[config.mk]
export PLATFORM = sky130hd
export DESIGN_NAME = memory_region_map_table_core
export DESIGN_NICKNAME = d
export VERILOG_FILES = /design/src/hdl/mrmt_pkg.sv /design/src/hdl/mrmt_store.sv /design/src/hdl/mrmt_cmp.sv /design/src/hdl/mrmt_ctrl.sv /design/src/hdl/memory_region_map_table_core.sv
export SDC_FILE = /design/constraint.sdc
export NUM_CORES = 2
export LEC_CHECK = 0
export BUFFER_PORTS_ARGS = -buffer_cell sky130_fd_sc_hd__buf_4
export CAP_MARGIN = 20
export CELL_PAD_IN_SITES_DETAIL_PLACEMENT = 0
export CELL_PAD_IN_SITES_GLOBAL_PLACEMENT = 2
export CORE_MARGIN = 5
export CORE_UTILIZATION = 50
export CTS_CLUSTER_DIAMETER = 60
export CTS_CLUSTER_SIZE = 14
export DETAILED_ROUTE_END_ITERATION = 8
export PLACE_DENSITY = 0.84
export SETUP_SLACK_MARGIN = 0.02
export SLEW_MARGIN = 25
export SYNTH_ARGS = -nofsm -noshare
export SYNTH_HDL_FRONTEND = slang
export SYNTH_SLANG_ARGS = --single-unit
[constraint.sdc]
create_clock -name i_clk -period 23.3 [get_ports i_clk]
set_clock_uncertainty 0.1 [all_clocks]
set_input_delay 1.165 -clock i_clk [delete_from_list [all_inputs] [get_ports i_clk]]
set_output_delay 1.165 -clock i_clk [all_outputs]
set_load 0.05 [all_outputs]
[src/hdl/mrmt_pkg.sv]
`timescale 1ns / 1ps
// shared types, constants and codes for the memory region map table
// no dependencies; imported by every module of the block
package mrmt_pkg;

    // table geometry
    localparam int MAX_REGIONS = 16;
    localparam int TYPE_COUNT  = 7;
    localparam int IDX_W       = $clog2(MAX_REGIONS);
    localparam int CNT_W       = $clog2(MAX_REGIONS + 1);

    // field widths
    localparam int ADDR_W   = 64;
    localparam int TYPE_W   = 4;
    localparam int OWNER_W  = 8;
    localparam int STATUS_W = 3;
    localparam int COUNT_W  = 5;

    // request codes
    localparam logic ACT_ADD   = 1'b0;
    localparam logic ACT_SPLIT = 1'b1;

    typedef enum logic [STATUS_W-1:0] {
        ST_OK       = 3'd0,
        ST_BADARG   = 3'd1,
        ST_OVERLAP  = 3'd2,
        ST_NOREGION = 3'd3,
        ST_FULL     = 3'd4
    } t_status;

    typedef enum logic [2:0] {
        S_IDLE,
        S_SCAN,
        S_WR_ENTRY,
        S_WR_TAIL,
        S_WR_NEW,
        S_RESP
    } t_state;

    // how a requested range sits inside a holding entry
    typedef enum logic [2:0] {
        SH_EXACT,
        SH_FRONT,
        SH_MIDDLE,
        SH_BACK,
        SH_NONE
    } t_shape;

    typedef struct packed {
        logic                action;
        logic [ADDR_W-1:0]   base_address;
        logic [ADDR_W-1:0]   region_size;
        logic [TYPE_W-1:0]   region_type;
        logic [OWNER_W-1:0]  vm_id;
    } t_in_item;

    typedef struct packed {
        t_status             status;
        logic [COUNT_W-1:0]  entry_count;
    } t_out_item;

    // table entry: limit is base plus length, wrapped
    typedef struct packed {
        logic [ADDR_W-1:0]   base;
        logic [ADDR_W-1:0]   limit;
        logic [TYPE_W-1:0]   kind;
        logic [OWNER_W-1:0]  owner;
    } t_entry;

    typedef struct packed {
        logic                wr_en;
        logic [IDX_W-1:0]    wr_idx;
        t_entry              wr_data;
        logic [IDX_W-1:0]    rd_idx;
    } t_mem_req;

    typedef struct packed {
        logic                conflict;
        logic                contain;
        t_shape              shape;
    } t_cmp_res;

endpackage

[src/hdl/mrmt_store.sv]
`timescale 1ns / 1ps
// entry store: one write port and one registered read port
// depends on mrmt_pkg
module mrmt_store
    import mrmt_pkg::*;
(
    input  logic     i_clk,
    input  t_mem_req i_req,
    output t_entry   o_rd_data
);

    t_entry r_mem [MAX_REGIONS];
    t_entry r_rd_data;

    // write port
    always_ff @(posedge i_clk) begin
        if (i_req.wr_en) begin
            r_mem[i_req.wr_idx] <= i_req.wr_data;
        end
    end

    // registered read port
    always_ff @(posedge i_clk) begin
        r_rd_data <= r_mem[i_req.rd_idx];
    end

    assign o_rd_data = r_rd_data;

endmodule

[src/hdl/mrmt_cmp.sv]
`timescale 1ns / 1ps
// shared range compare unit, applied to one table entry per cycle
// depends on mrmt_pkg
module mrmt_cmp
    import mrmt_pkg::*;
(
    input  logic [ADDR_W-1:0] i_req_base,
    input  logic [ADDR_W-1:0] i_req_limit,
    input  t_entry            i_entry,
    output t_cmp_res          o_res
);

    logic above_last;
    logic below_base;
    logic same_base;
    logic same_limit;
    logic inside_limit;

    // add overlap test; an entry whose limit wrapped to zero reaches the top
    assign above_last = (i_entry.limit != '0) && (i_req_base >= i_entry.limit);
    assign below_base = i_req_limit < i_entry.base;

    // split containment test
    assign same_base    = i_req_base == i_entry.base;
    assign same_limit   = i_req_limit == i_entry.limit;
    assign inside_limit = i_req_limit < i_entry.limit;

    always_comb begin
        o_res.conflict = !(above_last || below_base);
        o_res.contain  = !((i_req_base > i_entry.limit) || (i_req_base < i_entry.base)
                           || (i_req_limit > i_entry.limit));
        priority if (same_base && same_limit) begin
            o_res.shape = SH_EXACT;
        end else if (same_base && inside_limit) begin
            o_res.shape = SH_FRONT;
        end else if (!same_base && inside_limit) begin
            o_res.shape = SH_MIDDLE;
        end else if (!same_base && same_limit) begin
            o_res.shape = SH_BACK;
        end else begin
            o_res.shape = SH_NONE;
        end
    end

endmodule

[src/hdl/mrmt_ctrl.sv]
`timescale 1ns / 1ps
// sequencer: scans the table through the compare unit and writes back entries
// depends on mrmt_pkg; drives mrmt_store and reads mrmt_cmp results
module mrmt_ctrl
    import mrmt_pkg::*;
(
    input  logic              i_clk,
    input  logic              i_rst_n,
    input  logic              i_in_valid,
    output logic              o_in_ready,
    input  t_in_item          i_in_item,
    output logic              o_out_valid,
    input  logic              i_out_ready,
    output t_out_item         o_out_item,
    output t_mem_req          o_mem_req,
    input  t_entry            i_rd_data,
    output logic [ADDR_W-1:0] o_req_base,
    output logic [ADDR_W-1:0] o_req_limit,
    input  t_cmp_res          i_cmp
);

    localparam logic [CNT_W-1:0]    CNT_MAX   = CNT_W'(MAX_REGIONS);
    localparam logic [CNT_W-1:0]    CNT_MAX2  = CNT_W'(MAX_REGIONS - 2);
    localparam logic [TYPE_W:0]     TYPE_LIM  = (TYPE_W + 1)'(TYPE_COUNT);

    t_state            r_state, n_state;
    t_status           r_status, n_status;
    t_in_item          r_req;
    logic [ADDR_W-1:0] r_req_limit;
    logic [CNT_W-1:0]  r_count;
    logic [CNT_W-1:0]  r_idx;
    logic              r_dv;
    logic [IDX_W-1:0]  r_didx;
    t_entry            r_hit;
    logic [IDX_W-1:0]  r_hit_idx;
    t_shape            r_shape;

    logic in_acc;
    logic bad_arg;
    logic is_add;
    logic scan_hit;
    logic scan_done;
    logic issue;
    logic free1;
    logic free2;

    assign in_acc  = i_in_valid && o_in_ready;
    assign bad_arg = (i_in_item.region_size == '0) || ({1'b0, i_in_item.region_type} >= TYPE_LIM);
    assign is_add  = r_req.action == ACT_ADD;

    // scan bookkeeping: one read issued per cycle until a hit, its data compared in the next cycle
    assign scan_hit  = (r_state == S_SCAN) && r_dv && (is_add ? i_cmp.conflict : i_cmp.contain);
    assign scan_done = (r_state == S_SCAN) && !r_dv && (r_idx >= r_count);
    assign issue     = (r_state == S_SCAN) && !scan_hit && (r_idx < r_count);
    assign free1     = r_count < CNT_MAX;
    assign free2     = r_count <= CNT_MAX2;

    assign o_req_base  = r_req.base_address;
    assign o_req_limit = r_req_limit;

    // next state and status
    always_comb begin
        n_state  = r_state;
        n_status = r_status;
        unique case (r_state)
            S_IDLE: begin
                if (in_acc) begin
                    n_state  = bad_arg ? S_RESP : S_SCAN;
                    n_status = bad_arg ? ST_BADARG : ST_OK;
                end
            end
            S_SCAN: begin
                if (scan_hit) begin
                    if (is_add) begin
                        n_state  = S_RESP;
                        n_status = ST_OVERLAP;
                    end else begin
                        unique case (i_cmp.shape)
                            SH_EXACT: n_state = S_WR_ENTRY;
                            SH_FRONT, SH_BACK: begin
                                n_state  = free1 ? S_WR_ENTRY : S_RESP;
                                n_status = free1 ? ST_OK : ST_FULL;
                            end
                            SH_MIDDLE: begin
                                n_state  = free2 ? S_WR_ENTRY : S_RESP;
                                n_status = free2 ? ST_OK : ST_FULL;
                            end
                            default: begin
                                n_state  = S_RESP;
                                n_status = ST_BADARG;
                            end
                        endcase
                    end
                end else if (scan_done) begin
                    if (is_add) begin
                        n_state  = free1 ? S_WR_NEW : S_RESP;
                        n_status = free1 ? ST_OK : ST_FULL;
                    end else begin
                        n_state  = S_RESP;
                        n_status = ST_NOREGION;
                    end
                end
            end
            S_WR_ENTRY: begin
                priority if (r_shape == SH_EXACT) begin
                    n_state = S_RESP;
                end else if (r_shape == SH_MIDDLE) begin
                    n_state = S_WR_TAIL;
                end else begin
                    n_state = S_WR_NEW;
                end
            end
            S_WR_TAIL: n_state = S_WR_NEW;
            S_WR_NEW:  n_state = S_RESP;
            S_RESP: begin
                if (i_out_ready) begin
                    n_state = S_IDLE;
                end
            end
            default: n_state = S_IDLE;
        endcase
    end

    // handshake and store port
    always_comb begin
        o_in_ready         = r_state == S_IDLE;
        o_out_valid        = r_state == S_RESP;
        o_mem_req.wr_en    = 1'b0;
        o_mem_req.wr_idx   = r_count[IDX_W-1:0];
        o_mem_req.wr_data  = r_hit;
        o_mem_req.rd_idx   = r_idx[IDX_W-1:0];
        unique case (r_state)
            S_WR_ENTRY: begin
                o_mem_req.wr_en  = 1'b1;
                o_mem_req.wr_idx = r_hit_idx;
                unique case (r_shape)
                    SH_EXACT:  o_mem_req.wr_data.kind  = r_req.region_type;
                    SH_FRONT:  o_mem_req.wr_data.base  = r_req_limit;
                    SH_MIDDLE, SH_BACK: o_mem_req.wr_data.limit = r_req.base_address;
                    default:   o_mem_req.wr_data = r_hit;
                endcase
            end
            S_WR_TAIL: begin
                o_mem_req.wr_en           = 1'b1;
                o_mem_req.wr_data.base    = r_req_limit;
            end
            S_WR_NEW: begin
                o_mem_req.wr_en   = 1'b1;
                o_mem_req.wr_data = '{base:  r_req.base_address,
                                      limit: r_req_limit,
                                      kind:  r_req.region_type,
                                      owner: r_req.vm_id};
            end
            default: o_mem_req.wr_en = 1'b0;
        endcase
    end

    assign o_out_item.status      = r_status;
    assign o_out_item.entry_count = COUNT_W'(r_count);

    // control registers
    always_ff @(posedge i_clk) begin
        if (!i_rst_n) begin
            r_state  <= S_IDLE;
            r_status <= ST_OK;
            r_count  <= '0;
            r_idx    <= '0;
            r_dv     <= 1'b0;
        end else begin
            r_state  <= n_state;
            r_status <= n_status;
            if (in_acc) begin
                r_idx <= '0;
                r_dv  <= 1'b0;
            end else begin
                r_dv <= issue;
                if (issue) begin
                    r_idx <= r_idx + 1'b1;
                end
            end
            if (r_state == S_WR_TAIL || r_state == S_WR_NEW) begin
                r_count <= r_count + 1'b1;
            end
        end
    end

    // request and hit payload
    always_ff @(posedge i_clk) begin
        if (in_acc) begin
            r_req       <= i_in_item;
            r_req_limit <= i_in_item.base_address + i_in_item.region_size;
        end
        r_didx <= r_idx[IDX_W-1:0];
        if (scan_hit) begin
            r_hit     <= i_rd_data;
            r_hit_idx <= r_didx;
            r_shape   <= i_cmp.shape;
        end
    end

    // checks
    a_count_bound: assert property (@(posedge i_clk) disable iff (!i_rst_n)
        r_count <= CNT_MAX)
        else $error("entry count beyond table size");

    a_write_state: assert property (@(posedge i_clk) disable iff (!i_rst_n)
        o_mem_req.wr_en |-> (r_state == S_WR_ENTRY || r_state == S_WR_TAIL
                             || r_state == S_WR_NEW))
        else $error("store written outside a write step");

    a_append_room: assert property (@(posedge i_clk) disable iff (!i_rst_n)
        (r_state == S_WR_NEW || r_state == S_WR_TAIL) |-> (r_count < CNT_MAX))
        else $error("append with a full table");

    a_append_count: assert property (@(posedge i_clk) disable iff (!i_rst_n)
        (r_state == S_WR_NEW) |=> (r_count == $past(r_count) + 1'b1))
        else $error("append did not advance the count");

    a_good_start: assert property (@(posedge i_clk) disable iff (!i_rst_n)
        (in_acc && !bad_arg) |=> (r_state == S_SCAN && r_idx == '0 && !r_dv))
        else $error("scan did not start from the first entry");

endmodule

[src/hdl/memory_region_map_table_core.sv]
`timescale 1ns / 1ps
// Flow per item: a bad argument goes straight to the result. Otherwise the entries in use are
// scanned in order up to the first hit through the shared compare unit; an overlap, a full
// table or no holder ends in the result, a retype writes the entry back, a trim also appends the
// carved range, a middle cut writes the entry, its tail and the carved range, and an add with
// room appends it. Throughput: one item at a time, the next taken once the result is taken.
// Reset (synchronous, active low) empties the table and idles; stored entries are kept.
module memory_region_map_table_core
    import mrmt_pkg::*;
(
    input  logic      i_clk,
    input  logic      i_rst_n,
    input  logic      i_in_valid,
    output logic      o_in_ready,
    input  t_in_item  i_in_item,
    output logic      o_out_valid,
    input  logic      i_out_ready,
    output t_out_item o_out_item
);

    t_mem_req          mem_req;
    t_entry            rd_data;
    t_cmp_res          cmp_res;
    logic [ADDR_W-1:0] req_base;
    logic [ADDR_W-1:0] req_limit;

    // sequencer
    mrmt_ctrl u_ctrl (
        .i_clk       (i_clk),
        .i_rst_n     (i_rst_n),
        .i_in_valid  (i_in_valid),
        .o_in_ready  (o_in_ready),
        .i_in_item   (i_in_item),
        .o_out_valid (o_out_valid),
        .i_out_ready (i_out_ready),
        .o_out_item  (o_out_item),
        .o_mem_req   (mem_req),
        .i_rd_data   (rd_data),
        .o_req_base  (req_base),
        .o_req_limit (req_limit),
        .i_cmp       (cmp_res)
    );

    // entry store
    mrmt_store u_store (
        .i_clk     (i_clk),
        .i_req     (mem_req),
        .o_rd_data (rd_data)
    );

    // shared compare unit
    mrmt_cmp u_cmp (
        .i_req_base  (req_base),
        .i_req_limit (req_limit),
        .i_entry     (rd_data),
        .o_res       (cmp_res)
    );

endmodule

==> flow_summary.toml <==
[sta]
min_period_ps = 5940
timing.final.crit_share_pct = 25.5
hold-worst-slack_ps = 292
slew_headroom_pct = 21.7
fin_tns_setup_ps = 0
worst_pin_slew_ps = 1170
fmax_ghz = 0.168
hold_violations = 0
slew_violations = 0
setup_violations = 0
rsz0062_at_grt = "no"

[setup_path]
start_kind = "register"
crit_arrival_ps = 6590
end_kind = "register"
path_max_fanout = 93
required_ps = 23950
rrSetupSlack_ps = 17360
critPathKind = "reg -> reg"

[global_route]
grt_max_degree = 140
grt_pass1_wl_um = 369000
grt_pass1_vias = 51700
gr-total-overflow = 0
grt_antenna_before_repair = 6
grtUsageTotal_pct = 24.4

[finish]
multi_input_area_mm2 = 0.0266
layout.nets = 5881
seqCellArea_mm2 = 0.0724
final_layout_size_suffix_gt1_share_pct = 21.3
area_delta_synth_final_pct = 11.1
nFillCells = 15000

[cts]
insertion_delay_ps = 870
cts-resized-gates = 0
cts_root_buf = "clkbuf_16"
numCtsBuffers = 203
clkTransAtPathRegs_ps = 70
htreeDepth = 4
ctsHoldBuffers = 0
clock-sinks = 2461
clockBufferDepth = 3
cts_tree = "done"
post_cts_buffers = 0

[drt]
drt_pass1_iterations = 5
num_vias = 51900
routed_wl_um = 257000
via_per_inst = 6.31
wl_per_cell_um = 31.2
drt_iter0_markers = 5600
antenna_left = 0
drc_errors = 0

[synthesis]
ys_types = 81
synthMostInstantiatedCell = "edfxtp_1"
synth.avg_cell_area_um2 = 19.4
yosys.area.top_type_share_pct = 69.3
synth_edf_count = 2312
yosysWarnings = 0
synthArstFlopShare_pct = 0
synthTopCellsByArea = "edfxtp_1 69%, mux4_2 14%, ha_1 4.1%"
yosysTopAreaCell = "edfxtp_1"
ys_ff_latch = 2461
ys_top_cells_by_count = "2312 x edfxtp_1, 640 x mux4_2, 369 x nand2_1, 327 x ha_1, 162 x inv_1"
synth-seq-area-share_pct = 72.3
synth_area_mm2 = 0.100
synthCells = 5156
synth_nets = 5629
ys.flop_type = "edfxtp_1"

[power_and_ir_drop]
leakage_uw = 0.0361
p_per_area_mw_per_mm2 = 95.9
ir_worst_vdd_mv = 0.0794

[placement]
portBuffers = 146
place_congestion = 0.859
dp_hpwl_um = 151000

[floorplan]
die_x_um = 458
dieArea_mm2 = 0.209
row_count = 164
initial_core_util_pct = 50.2
core_area_mm2 = 0.199
ios = 155
die_y_um = 458

[run]
drv_cap = 0

[status]
status = "finished clean"

[worst_hold_path]
worstHoldPathType = "reg -> reg"
==> routing by layer <==
layer  GRT usage [%]  wire length [um]  vias to the layer above
met3            4.39             21500                      372
met5               0                14                        -
li1                -                 -                    21700
met2            38.7            124000                     2325
met4            6.71              7240                        2
met1            35.2            104000                    27500
==> layout make-up <==
type	count	share of cell area (%)
diodes	4	0.00899
repair buffers	248	1.94
flip-flops and latches	2461	65.1
multi-input cells	2332	23.9
well taps	2656	2.99
inverters	162	0.546
clock buffers	331	5.04
clock inverters	40	0.526
==> metrics by stage <==
step                      instance area, um2  utilization [%]  instances  setup slack, ps  total power, uW
after detailed placement              105000             52.6       7855            17270             7480
after floorplan                       100000                -       5156            15780             6800
after global routing                  111000             55.8       8232            17220            11100
final                                 111000             55.8       8234            17360            10700
after global placement                105000             52.6       7850            17300             7430
after CTS                             111000             55.7       8226            17280            10700
==> registers in the layout, indices dropped and copies added, names as in the netlist, 4 cells and up <==
name and count:
u_ctrl.r_count 5, u_ctrl.o_req_base 64, u_store.r_mem 2048, u_ctrl.r_idx 5, u_ctrl.r_hit_idx 4, u_store.o_rd_data 128, u_ctrl.o_req_limit 64, u_ctrl.r_didx 4
u_ctrl.r_hit 128
==> where the power goes <==
group / switching, uW / leakage (uW) / internal (uW) / total (uW)
clock network: 1560 / 0.00296 / 1720 / 3270
logic: 1120 / 0.0109 / 696 / 1810
registers: 215 / 0.0221 / 5370 / 5590
total: 2890 / 0.0361 / 7790 / 10700
==> final timing paths <==
kind                                                 startpoint                              end  depth (start not counted)
worst max register to register  u_ctrl.o_req_base[30]$_DFFE_PP_  u_ctrl.r_status[0]$_SDFFE_PN0P_                         15
worst max-delay path            u_ctrl.o_req_base[30]$_DFFE_PP_  u_ctrl.r_status[0]$_SDFFE_PN0P_                         15
worst min-delay path             u_store.o_rd_data[114]$_DFF_P_      u_ctrl.r_hit[114]$_DFFE_PP_                          0
worst min register to register   u_store.o_rd_data[114]$_DFF_P_      u_ctrl.r_hit[114]$_DFFE_PP_                          0
==> cell families (layout without fill, tap and decap cells) <==
family / after synthesis / after routing / synth area share (%)
buf+inv: 363 / 781 / 1.38
mux: 645 / 645 / 14.4
flops: 2461 / 2461 / 72.3
other cells: 0 / 4 / 0
simple gates: 731 / 731 / 3.39
fa+ha+maj: 328 / 328 / 4.11
compound gates: 559 / 559 / 3.76
xor+xnor: 69 / 69 / 0.604
==> critical path: stages (launching register included) <==
cell	delay (ps)
edfxtp_1	470
ha_1	360
nand4_1	120
nor3_1	890
nand4_1	710
or4_4	740
o221ai_1	350
o2bb2ai_1	210
a211oi_4	330
buf_12	570
ha_1	280
nand2_1	50
mux2_2	270
o211ai_2	110
nand2b_1	90
o311a_1	120
==> placed cells by master, fill, tap and decap left out, types with 80 or more instances in the layout <==
cell type | synthesis | layout
clkbuf_1 | 157 | 125
edfxtp_1 | 2312 | 2312
nand2_1 | 369 | 369
mux4_2 | 640 | 640
dfxtp_1 | 149 | 145
a22oi_1 | 129 | 129
clkbuf_16 | 0 | 205
a21oi_1 | 156 | 156
inv_1 | 162 | 162
buf_4 | 0 | 225
nor2_1 | 100 | 80
ha_1 | 327 | 327
Note: power is estimated with default switching activity, not from simulation.
